<file path="config.mk">
export PLATFORM = sky130hd
export DESIGN_NAME = forgiving_base64_decoder_flat
export DESIGN_NICKNAME = d
export VERILOG_FILES = /design/src/fb64d_pkg.sv /design/src/fb64d_ifs.sv /design/src/forgiving_base64_decoder.sv /design/src/flat_wrapper.sv
export SDC_FILE = /design/constraint.sdc
export NUM_CORES = 1
export LEC_CHECK = 0
export BUFFER_PORTS_ARGS = -buffer_cell sky130_fd_sc_hd__buf_2
export CAP_MARGIN = 25
export CORE_AREA = 2 2 118 120
export DETAILED_ROUTE_END_ITERATION = 8
export DIE_AREA = 0 0 120 122
export PLACE_DENSITY = 0.44
export SLEW_MARGIN = 20
export SYNTH_ARGS = -nofsm -noshare
export SYNTH_HDL_FRONTEND = slang
export SYNTH_SLANG_ARGS = --single-unit
</file>
<file path="constraint.sdc">
create_clock -name clk -period 4.84 [get_ports clk]
set_input_delay 0.726 -clock clk [delete_from_list [all_inputs] [get_ports clk]]
set_output_delay 0.726 -clock clk [all_outputs]
set_load 0.01 [all_outputs]
</file>
<file path="src/fb64d_pkg.sv">
// ---------------------------------------------------------------------------
// Forgiving base64 decoder package
// Status codes, character constants, result type and the sextet map.
// ---------------------------------------------------------------------------
package fb64d_pkg;

	// Final status of one encoded string.
	typedef enum logic [1:0] {
		ST_OK        = 2'd0,
		ST_ILLEGAL   = 2'd1,
		ST_PADDING   = 2'd2,
		ST_REMAINDER = 2'd3
	} status_t;

	// Characters with a special meaning.
	localparam logic [7:0] CH_TAB   = 8'h09;
	localparam logic [7:0] CH_LF    = 8'h0a;
	localparam logic [7:0] CH_FF    = 8'h0c;
	localparam logic [7:0] CH_CR    = 8'h0d;
	localparam logic [7:0] CH_SPACE = 8'h20;
	localparam logic [7:0] CH_PLUS  = 8'h2b;
	localparam logic [7:0] CH_SLASH = 8'h2f;
	localparam logic [7:0] CH_PAD   = 8'h3d;

	// One result beat.
	typedef struct packed {
		logic [7:0] data;
		logic       valid;
		logic       last;
		status_t    status;
	} res_t;

	// Bit 6 set means the character is not in the alphabet.
	function automatic logic [6:0] sextet_of(input logic [7:0] c);
		logic [7:0] t;
		begin
			t = 8'h00;
			if (c >= 8'h41 && c <= 8'h5a) begin
				t = c - 8'h41;
				return {1'b0, t[5:0]};
			end else if (c >= 8'h61 && c <= 8'h7a) begin
				t = c - 8'h47;
				return {1'b0, t[5:0]};
			end else if (c >= 8'h30 && c <= 8'h39) begin
				t = c + 8'h04;
				return {1'b0, t[5:0]};
			end else if (c == CH_PLUS) begin
				return 7'd62;
			end else if (c == CH_SLASH) begin
				return 7'd63;
			end
			return 7'd64;
		end
	endfunction

endpackage

</file>
<file path="src/fb64d_ifs.sv">
// ---------------------------------------------------------------------------
// Forgiving base64 decoder channels
// Valid/ready interfaces for the character input and the result output.
// ---------------------------------------------------------------------------
interface fb64d_char_if;
	logic       valid;
	logic       ready;
	logic [7:0] in_char;
	logic       in_last;

	modport source (output valid, output in_char, output in_last, input ready);
	modport sink   (input valid, input in_char, input in_last, output ready);
endinterface

interface fb64d_res_if;
	logic       valid;
	logic       ready;
	logic [7:0] out_byte;
	logic       out_valid;
	logic       out_last;
	logic [1:0] out_status;

	modport source (output valid, output out_byte, output out_valid, output out_last,
		output out_status, input ready);
	modport sink   (input valid, input out_byte, input out_valid, input out_last,
		input out_status, output ready);
endinterface

</file>
<file path="src/forgiving_base64_decoder.sv">
// ---------------------------------------------------------------------------
// Forgiving base64 decoder
// Decodes one character per cycle while chars.ready is high into byte beats.
// ---------------------------------------------------------------------------
// Usage: characters enter on the chars channel, one per beat, with in_last on
// the final character of a string. Whitespace is skipped. Every fourth
// alphabet character yields three result beats; the string end yields the
// leftover bytes, the last beat flagged out_last, or a single status beat
// (out_valid 0, out_last 1) when no byte goes out on that character.
// A character's first result beat appears in the cycle after its beat is
// taken. Characters are taken one per cycle while each makes at most one
// result beat and the receiver is ready; each extra beat holds chars.ready
// low while it waits, since the result buffer drains one beat per cycle on
// the results port while results.ready is high. The buffer may refill in
// the same cycle its final beat leaves.
// Reset clears the decoding state and empties the result buffer. When the
// receiver stalls, the buffered beats wait and chars.ready falls once the
// buffer cannot be emptied in the current cycle.
// ---------------------------------------------------------------------------
module forgiving_base64_decoder
	import fb64d_pkg::*;
(
	input  logic               clk,
	input  logic               arst_n,
	fb64d_char_if.sink         chars,
	fb64d_res_if.source        results
);

	// Decoding state.
	logic [17:0] acc_q;
	logic [1:0]  gc_q;
	logic [1:0]  pad_q;
	status_t     st_q;

	// Result buffer.
	res_t        res_q [3];
	logic [1:0]  rem_q;
	logic [1:0]  ptr_q;

	logic [17:0] acc_d;
	logic [1:0]  gc_d;
	logic [1:0]  pad_d;
	status_t     st_d;
	res_t        res_d [3];
	logic [1:0]  n_d;
	logic [1:0]  nd;
	logic [7:0]  dat [3];
	logic [6:0]  sx;
	logic [23:0] grp;
	logic        is_ws;
	logic        grp_done;
	logic        take;
	logic        give;

	// Handshakes.
	assign give  = results.valid && results.ready;
	assign chars.ready = (rem_q == 2'd0) || (rem_q == 2'd1 && results.ready);
	assign take  = chars.valid && chars.ready;

	// Per-character decode and result formation.
	always_comb begin
		acc_d    = acc_q;
		gc_d     = gc_q;
		pad_d    = pad_q;
		st_d     = st_q;
		grp_done = 1'b0;
		sx       = sextet_of(chars.in_char);
		grp      = {acc_q, sx[5:0]};
		is_ws    = chars.in_char == CH_TAB || chars.in_char == CH_LF ||
			chars.in_char == CH_FF || chars.in_char == CH_CR ||
			chars.in_char == CH_SPACE;
		nd       = 2'd0;
		dat[0]   = 8'h00;
		dat[1]   = 8'h00;
		dat[2]   = 8'h00;

		if (st_q == ST_OK && !is_ws) begin
			if (chars.in_char == CH_PAD) begin
				if (gc_q < 2'd2 || ({1'b0, gc_q} + {1'b0, pad_q}) >= 3'd4) begin
					st_d = ST_PADDING;
				end else begin
					pad_d = pad_q + 2'd1;
				end
			end else if (sx[6]) begin
				st_d = ST_ILLEGAL;
			end else if (pad_q != 2'd0) begin
				st_d = ST_PADDING;
			end else if (gc_q == 2'd3) begin
				grp_done = 1'b1;
				acc_d    = '0;
				gc_d     = 2'd0;
			end else begin
				acc_d = {acc_q[11:0], sx[5:0]};
				gc_d  = gc_q + 2'd1;
			end
		end

		// A completed group leaves nothing over, so the tail check is moot then.
		if (grp_done) begin
			dat[0] = grp[23:16];
			dat[1] = grp[15:8];
			dat[2] = grp[7:0];
			nd     = 2'd3;
		end else if (chars.in_last && st_d == ST_OK) begin
			if (pad_d != 2'd0 && ({1'b0, gc_d} + {1'b0, pad_d}) != 3'd4) begin
				st_d = ST_PADDING;
			end else if (gc_d == 2'd1) begin
				st_d = ST_REMAINDER;
			end else if (gc_d == 2'd2) begin
				dat[0] = acc_d[11:4];
				nd     = 2'd1;
			end else if (gc_d == 2'd3) begin
				dat[0] = acc_d[17:10];
				dat[1] = acc_d[9:2];
				nd     = 2'd2;
			end
		end

		for (int k = 0; k < 3; k++) begin
			res_d[k].data   = dat[k];
			res_d[k].valid  = 2'(k) < nd;
			res_d[k].last   = chars.in_last && (2'(k) == nd - 2'd1);
			res_d[k].status = ST_OK;
		end

		// String end with no byte: a lone status beat.
		n_d = nd;
		if (chars.in_last && nd == 2'd0) begin
			res_d[0].data   = 8'h00;
			res_d[0].valid  = 1'b0;
			res_d[0].last   = 1'b1;
			res_d[0].status = st_d;
			n_d             = 2'd1;
		end

		// Every string starts afresh.
		if (chars.in_last) begin
			acc_d = '0;
			gc_d  = 2'd0;
			pad_d = 2'd0;
			st_d  = ST_OK;
		end
	end

	// State and buffer control.
	always_ff @(posedge clk or negedge arst_n) begin
		if (!arst_n) begin
			acc_q <= '0;
			gc_q  <= 2'd0;
			pad_q <= 2'd0;
			st_q  <= ST_OK;
			rem_q <= 2'd0;
			ptr_q <= 2'd0;
		end else begin
			if (give) begin
				rem_q <= rem_q - 2'd1;
				ptr_q <= ptr_q + 2'd1;
			end
			if (take) begin
				acc_q <= acc_d;
				gc_q  <= gc_d;
				pad_q <= pad_d;
				st_q  <= st_d;
				rem_q <= n_d;
				ptr_q <= 2'd0;
			end
		end
	end

	// Buffer payload.
	always_ff @(posedge clk) begin
		if (take) begin
			res_q[0] <= res_d[0];
			res_q[1] <= res_d[1];
			res_q[2] <= res_d[2];
		end
	end

	// Output beat.
	assign results.valid      = rem_q != 2'd0;
	assign results.out_byte   = res_q[ptr_q].data;
	assign results.out_valid  = res_q[ptr_q].valid;
	assign results.out_last   = res_q[ptr_q].last;
	assign results.out_status = res_q[ptr_q].status;

endmodule

</file>
<file path="src/flat_wrapper.sv">
// flat-port wrapper written by rule: the top's interface ports become plain ports
module forgiving_base64_decoder_flat import fb64d_pkg::*;
  (clk, arst_n, chars_valid, chars_in_char, chars_in_last, chars_ready, results_valid, results_out_byte, results_out_valid, results_out_last, results_out_status, results_ready);
  fb64d_char_if chars_i ();
  fb64d_res_if results_i ();
  input  logic clk;
  input  logic arst_n;
  input wire logic [$bits(chars_i.valid)-1:0] chars_valid;
  input wire logic [$bits(chars_i.in_char)-1:0] chars_in_char;
  input wire logic [$bits(chars_i.in_last)-1:0] chars_in_last;
  output wire logic [$bits(chars_i.ready)-1:0] chars_ready;
  output wire logic [$bits(results_i.valid)-1:0] results_valid;
  output wire logic [$bits(results_i.out_byte)-1:0] results_out_byte;
  output wire logic [$bits(results_i.out_valid)-1:0] results_out_valid;
  output wire logic [$bits(results_i.out_last)-1:0] results_out_last;
  output wire logic [$bits(results_i.out_status)-1:0] results_out_status;
  input wire logic [$bits(results_i.ready)-1:0] results_ready;
  assign chars_i.valid = chars_valid;
  assign chars_i.in_char = chars_in_char;
  assign chars_i.in_last = chars_in_last;
  assign chars_ready = chars_i.ready;
  assign results_valid = results_i.valid;
  assign results_out_byte = results_i.out_byte;
  assign results_out_valid = results_i.out_valid;
  assign results_out_last = results_i.out_last;
  assign results_out_status = results_i.out_status;
  assign results_i.ready = results_ready;
  forgiving_base64_decoder u_core (.clk(clk), .arst_n(arst_n), .chars(chars_i), .results(results_i));
endmodule
</file>
# [Yosys cells after proc, flatten, opt, wreduce, memory -nomap -nowiden]
# Memories as Yosys holds them, arrays and structs flattened.
# Index checks and enable logic that the tools add are counted.
# Widths: inputs -> output; s select.
[word_totals] register_bits=28 ram_bits=36 input_bits=13 out_inout_bits=14 elab_cells=143 n_memories=1
[memory_table] memory="u_core.res_q" words=3 word_bits=12 read_ports=1 rd_clocked_by_memory_dff=0 write_ports=3 line_no="forgiving_base64_decoder.sv:36" text="res_t res_q [3];"
[classes] add_sub_neg=10 n_lt_le_gt_ge=11 eq_ne=19 mux=64 n_reduce_logical=31
[ops] op="$mux 18" n=6
[ops] op="$mux 16" n=5
[ops] op="$mux 2" n=31
[ops] op="$mux 7" n=6
[ops] op="$eq 8x4->1 const B" n=4
[ops] op="$eq 8x6->1 const B" n=4
[ops] op="$mux 8" n=3
[ops] op="$ge 8x7->1 const B" n=2
[ops] op="$le 8x7->1 const B" n=2
[ops] op="$logic_and 1x1->1" n=13
[ops] op="$mux 1" n=12
[ops] op="$mux 12" n=1
[ops] op="$logic_not 2->1" n=5
[ops] op="$reduce_bool 2->1" n=5
[ops] op="$ge 8x6->1 const B" n=1
[ops] op="$le 8x6->1 const B" n=1
[ops] op="$add 2x1->2 const B" n=3
[ops] op="$add 2x2->3" n=2
[ops] op="$add 6x3->6 const B" n=1
[ops] op="$eq 2x2->1 const B" n=3
[ops] op="$logic_or 1x1->1" n=6
[ops] op="$ne 2x2->1 const B" n=3
[ops] op="$sub 6x1->6 const B" n=1
[ops] op="$sub 6x3->6 const B" n=1
[ops] op="11 further kinds" n=14

# [Longest topological paths before layout]
[logic_depth] ltp_word=21 mapped_depth=18 depth_no_buf=16

# [Worst setup path after synthesis]
# Ideal clock, no wire load.
[synth_timing] kind="input to register" start="in chars_in_char[2]" end="mem u_core.res_q[0][0] in the netlist's numbering (data pin)" setup_time_ns=0.267 arrival_ns=4.217 t_required_ns=4.573 slack_ns=0.356 cell_stages=18 n_path_buf=2 cell_sequence="inv_1 -> ha_1 -> a21o_1 -> nand3_1 -> o2111a_1 -> o21ai_2 -> clkbuf_1 -> mux2_2 -> ha_1 -> inv_1 -> fa_1 -> nor3b_1 -> o21bai_1 -> a2bb2oi_2 -> nand4bb_1 -> clkbuf_1 -> o211ai_1 -> a21oi_1"
[synth_rtl] item="start, declared" line_no="flat_wrapper.sv:9" text="input wire logic [$bits(chars_i.in_char)-1:0] chars_in_char;"
[synth_rtl] item="end, declared" line_no="forgiving_base64_decoder.sv:36"

==> impl_metrics.tcl <==
set metrics [dict create \
    status "finished, final reports clean" \
    hold_class "primary input to async pin" \
    final_common_cell "sky130_fd_sc_hd__nand2_1" \
    worstSetupEndpointType "flip-flop" \
    synth_area_leaders "sky130_fd_sc_hd__edfxtp_1 (24%), sky130_fd_sc_hd__dfrtp_1 (18%), sky130_fd_sc_hd__ha_1 (5.0%)" \
    peakVddDrop_uv 209.3 \
    fmax_mhz 231.8 \
    fin_skew_ns 0.006011 \
    worst_slew_margin_rel 0.5200 \
    vias_per_cell 5.289 \
    clock_sinks 60 \
    synth_top_area_cell "sky130_fd_sc_hd__edfxtp_1" \
    grt_util_met3 0.03043 \
    place_congestion 0.9611 \
    ctsHoldBuffers 0 \
    setup_fix_buffers_added_after_clock_tree_synthesis 0 \
    drive_above_1_share 0.1600 \
    ctsHtreeMaxLevel 3 \
    worst-endpoint-arrival_ns 4.39 \
    static_leakage_power_nw 1.872 \
    grt-ovfl-total 0 \
    cts_clk_pin_slew_worst_paths_ns 0.05 \
    ys_async_rst_share 0.4667 \
    clock_tree_root_buffer_cell "sky130_fd_sc_hd__clkbuf_16" \
    crit_required_ns 4.91 \
    number_of_global_route_vias_before_repair 3306 \
    number_of_enable_type_register_cells_in_the_synthesized_netlist 32 \
    drt-wirelength-per-cell_um 17.31 \
    number_of_input_and_output_port_buffers_inserted 26 \
    drv.max_cap_violation_count 0 \
    cts_repair_resize_count 0 \
    rsz0062_at_grt "false" \
    synth_warnings 0 \
    worstPathMaxFanout 9 \
    fin_cells 630 \
    nets 475 \
    core_area_mm2 0.01350 \
    dr_total_vias 3332 \
    final_cell_area_mm2 0.004636 \
    rr_worst_depth 15 \
    power_per_cell_area_mw_per_mm2 522.1 \
    finish.utilization 0.3433 \
    setup_total_negative_slack_ns 0 \
    postSynthCellCount 416 \
    worst_path_class_setup "primary input to flip-flop" \
    first_pass_grt_wire_length_um 17930 \
    yosysTopAreaCellShare 0.2423 \
    cts_tree "yes" \
    place.detailed.hpwl_um 7701 \
    final-max-slew-violation-count 0 \
    place_inst 614 \
    clock_latency_ns 0.33 \
    min_period_over_period 0.8914 \
    grt_use_total 0.1579 \
    fp.dieW_um 120 \
    height_of_the_die_um 122 \
    fp.dieArea_mm2 0.01464 \
    busiest_layer "met2" \
    floorplan.rows 43 \
    yosysSeqAreaShare 0.4191 \
    design.portCount 27 \
    syn_nets 446 \
    power.share.sequential 0.365 \
    synth_unique_cells 68 \
    placement_cell_area_mm2 0.004328 \
    antenna_violations_before_repair 0 \
    synth-seq-cells 60 \
    power.combinational.fraction 0.359 \
    detail_route.iter0.violations 260 \
    reg2reg_setup_slack_ns 1.05 \
    worstReg2RegStart "u_core.pad_q[0]" \
    drt.antenna.violating_nets 0 \
    initial_utilization 0.2936 \
    clk_path_buf_depth 2 \
    totalPowerFinal_mw 2.420 \
    most_used_cells_in_the_layout_excluding_fill_and_tap_cells "sky130_fd_sc_hd__nand2_1 (48), sky130_fd_sc_hd__edfxtp_1 (32), sky130_fd_sc_hd__o21ai_0 (31), sky130_fd_sc_hd__dfrtp_1 (28), sky130_fd_sc_hd__buf_2 (26)" \
    clockPowerShare 0.277 \
    timing.final.crit_period_ns 4.314 \
    grt.met2_usage 0.2496 \
    worst_r2r_endpoint "u_core.res_q[1][4]" \
    worstMarginPinSlew_ns 0.7201 \
    power.switching_mw 0.8871 \
    globalRouteMet1Util 0.2151 \
    post-route-drc-count 0 \
    final_hold_violations 0 \
    switching_share 0.3665 \
    diodes 0 \
    synth_top_flop_cell "sky130_fd_sc_hd__edfxtp_1" \
    finalSetupViolCount 0 \
    cell_area_after_synthesis_mm2 0.003965 \
    internal_power_mw 1.533 \
    wirelength_um 10900 \
    numCtsBuffers 9 \
    flow.area_growth_from_synthesis_pct 16.91 \
    pin_count_of_the_biggest_net_entering_global_routing 36 \
    syn-mean-instance-area_um2 9.531 \
    first_pass_iters 4 \
    setup.worst_path.start_class "primary input" \
]
cell usage after synthesis (all sizes together) (3+ instances only):
library cell,n
xnor2,5
nand2b,4
inv,26
a22o,15
and3,7
a211oi,3
clkbuf,13
o2bb2ai,3
nand4,3
and2,6
nand2,49
o21ai,47
nor3b,5
dfrtp,28
a22oi,24
nand3,10
ha,16
a21oi,11
o22ai,12
nor2,17
buf,11
mux2i,13
a31oi,4
nor2b,3
nor3,7
a21o,3
edfxtp,32
power by group through the flow:
stage | combinational, mW | sequential (mW) | clock, mW
2_1_floorplan | 0.674 | 0.801 | 0
3_3_place_gp | 0.866 | 0.893 | 0
5_1_grt | 0.974 | 0.905 | 0.708
6_report | 0.869 | 0.882 | 0.669
3_5_place_dp | 0.873 | 0.893 | 0
4_1_cts | 0.878 | 0.885 | 0.682
final cells by class:
cell class | count | area [um2]
multi-input cells | 306 | 2093
clock inverters | 6 | 78.83
well taps | 180 | 225.2
inverters | 26 | 97.59
repair buffers | 42 | 250.2
fillers | 1357 | 8869
flip-flops and latches | 60 | 1662
clock buffers | 10 | 229.0
how the worst max path moves through the flow:
stage / startpoint / end / slack (ns) / cells past startpoint
after floorplan: chars_in_char[2] / u_core.res_q[0][0] / 0.36 / 18
after global placement: chars_in_char[2] / u_core.res_q[1][8] / 0.35 / 17
after detailed placement: chars_in_char[2] / u_core.res_q[1][6] / 0.22 / 17
after CTS: chars_in_char[2] / u_core.res_q[1][6] / 0.57 / 17
after global routing: chars_in_char[2] / u_core.res_q[1][4] / 0.26 / 17
final: chars_in_char[2] / u_core.res_q[1][6] / 0.53 / 17
cells by family after synthesis:
group / synth area share
XOR/XNOR: 0.01546
flip-flops: 0.4191
AND/OR/NAND/NOR: 0.1616
buffers and inverters: 0.05301
AO/OA/AOI/OAI: 0.2569
multiplexers: 0.03850
adder cells (fa/ha/maj): 0.05554
metal layers:
| metal | vias to the layer above | wire, um |
|---|---|---|
| met3 | 20 | 371 |
| li1 | 1618 | - |
| met4 | 0 | 233 |
| met5 | - | 0 |
| met2 | 78 | 4960 |
| met1 | 1616 | 5338 |
sequential cells by signal (all words and copies together), names as in the netlist:
register,cells
u_core.rem_q,2
u_core.gc_q,2
u_core.res_q,32
u_core.acc_q,18
u_core.pad_q,2
u_core.ptr_q,2
u_core.st_q,2
metrics by stage:
| stage | hold slack (ns) | setup slack, ns |
|---|---|---|
| after floorplan | 0.4304 | 0.3557 |
| after global placement | 0.5296 | 0.3510 |
| after detailed placement | 0.5411 | 0.2250 |
| after CTS | 0.4785 | 0.5713 |
| after global routing | 0.5056 | 0.2604 |
| final | 0.4486 | 0.5256 |
worst max-delay path, cell delays in order:
cell and delay, ns:
sky130_fd_sc_hd__buf_2 0.16, sky130_fd_sc_hd__inv_1 0.13, sky130_fd_sc_hd__ha_1 0.31, sky130_fd_sc_hd__a21o_1 0.19
sky130_fd_sc_hd__nand3_1 0.17, sky130_fd_sc_hd__o2111a_1 0.35, sky130_fd_sc_hd__o211a_1 0.25, sky130_fd_sc_hd__mux2_2 0.28
sky130_fd_sc_hd__ha_1 0.19, sky130_fd_sc_hd__inv_1 0.07, sky130_fd_sc_hd__fa_1 0.40, sky130_fd_sc_hd__nor3b_1 0.16
sky130_fd_sc_hd__o21bai_1 0.16, sky130_fd_sc_hd__a2bb2oi_2 0.17, sky130_fd_sc_hd__and4bb_2 0.32, sky130_fd_sc_hd__and3_1 0.19
sky130_fd_sc_hd__o2bb2ai_1 0.14
(Power assumes the default switching activity.)
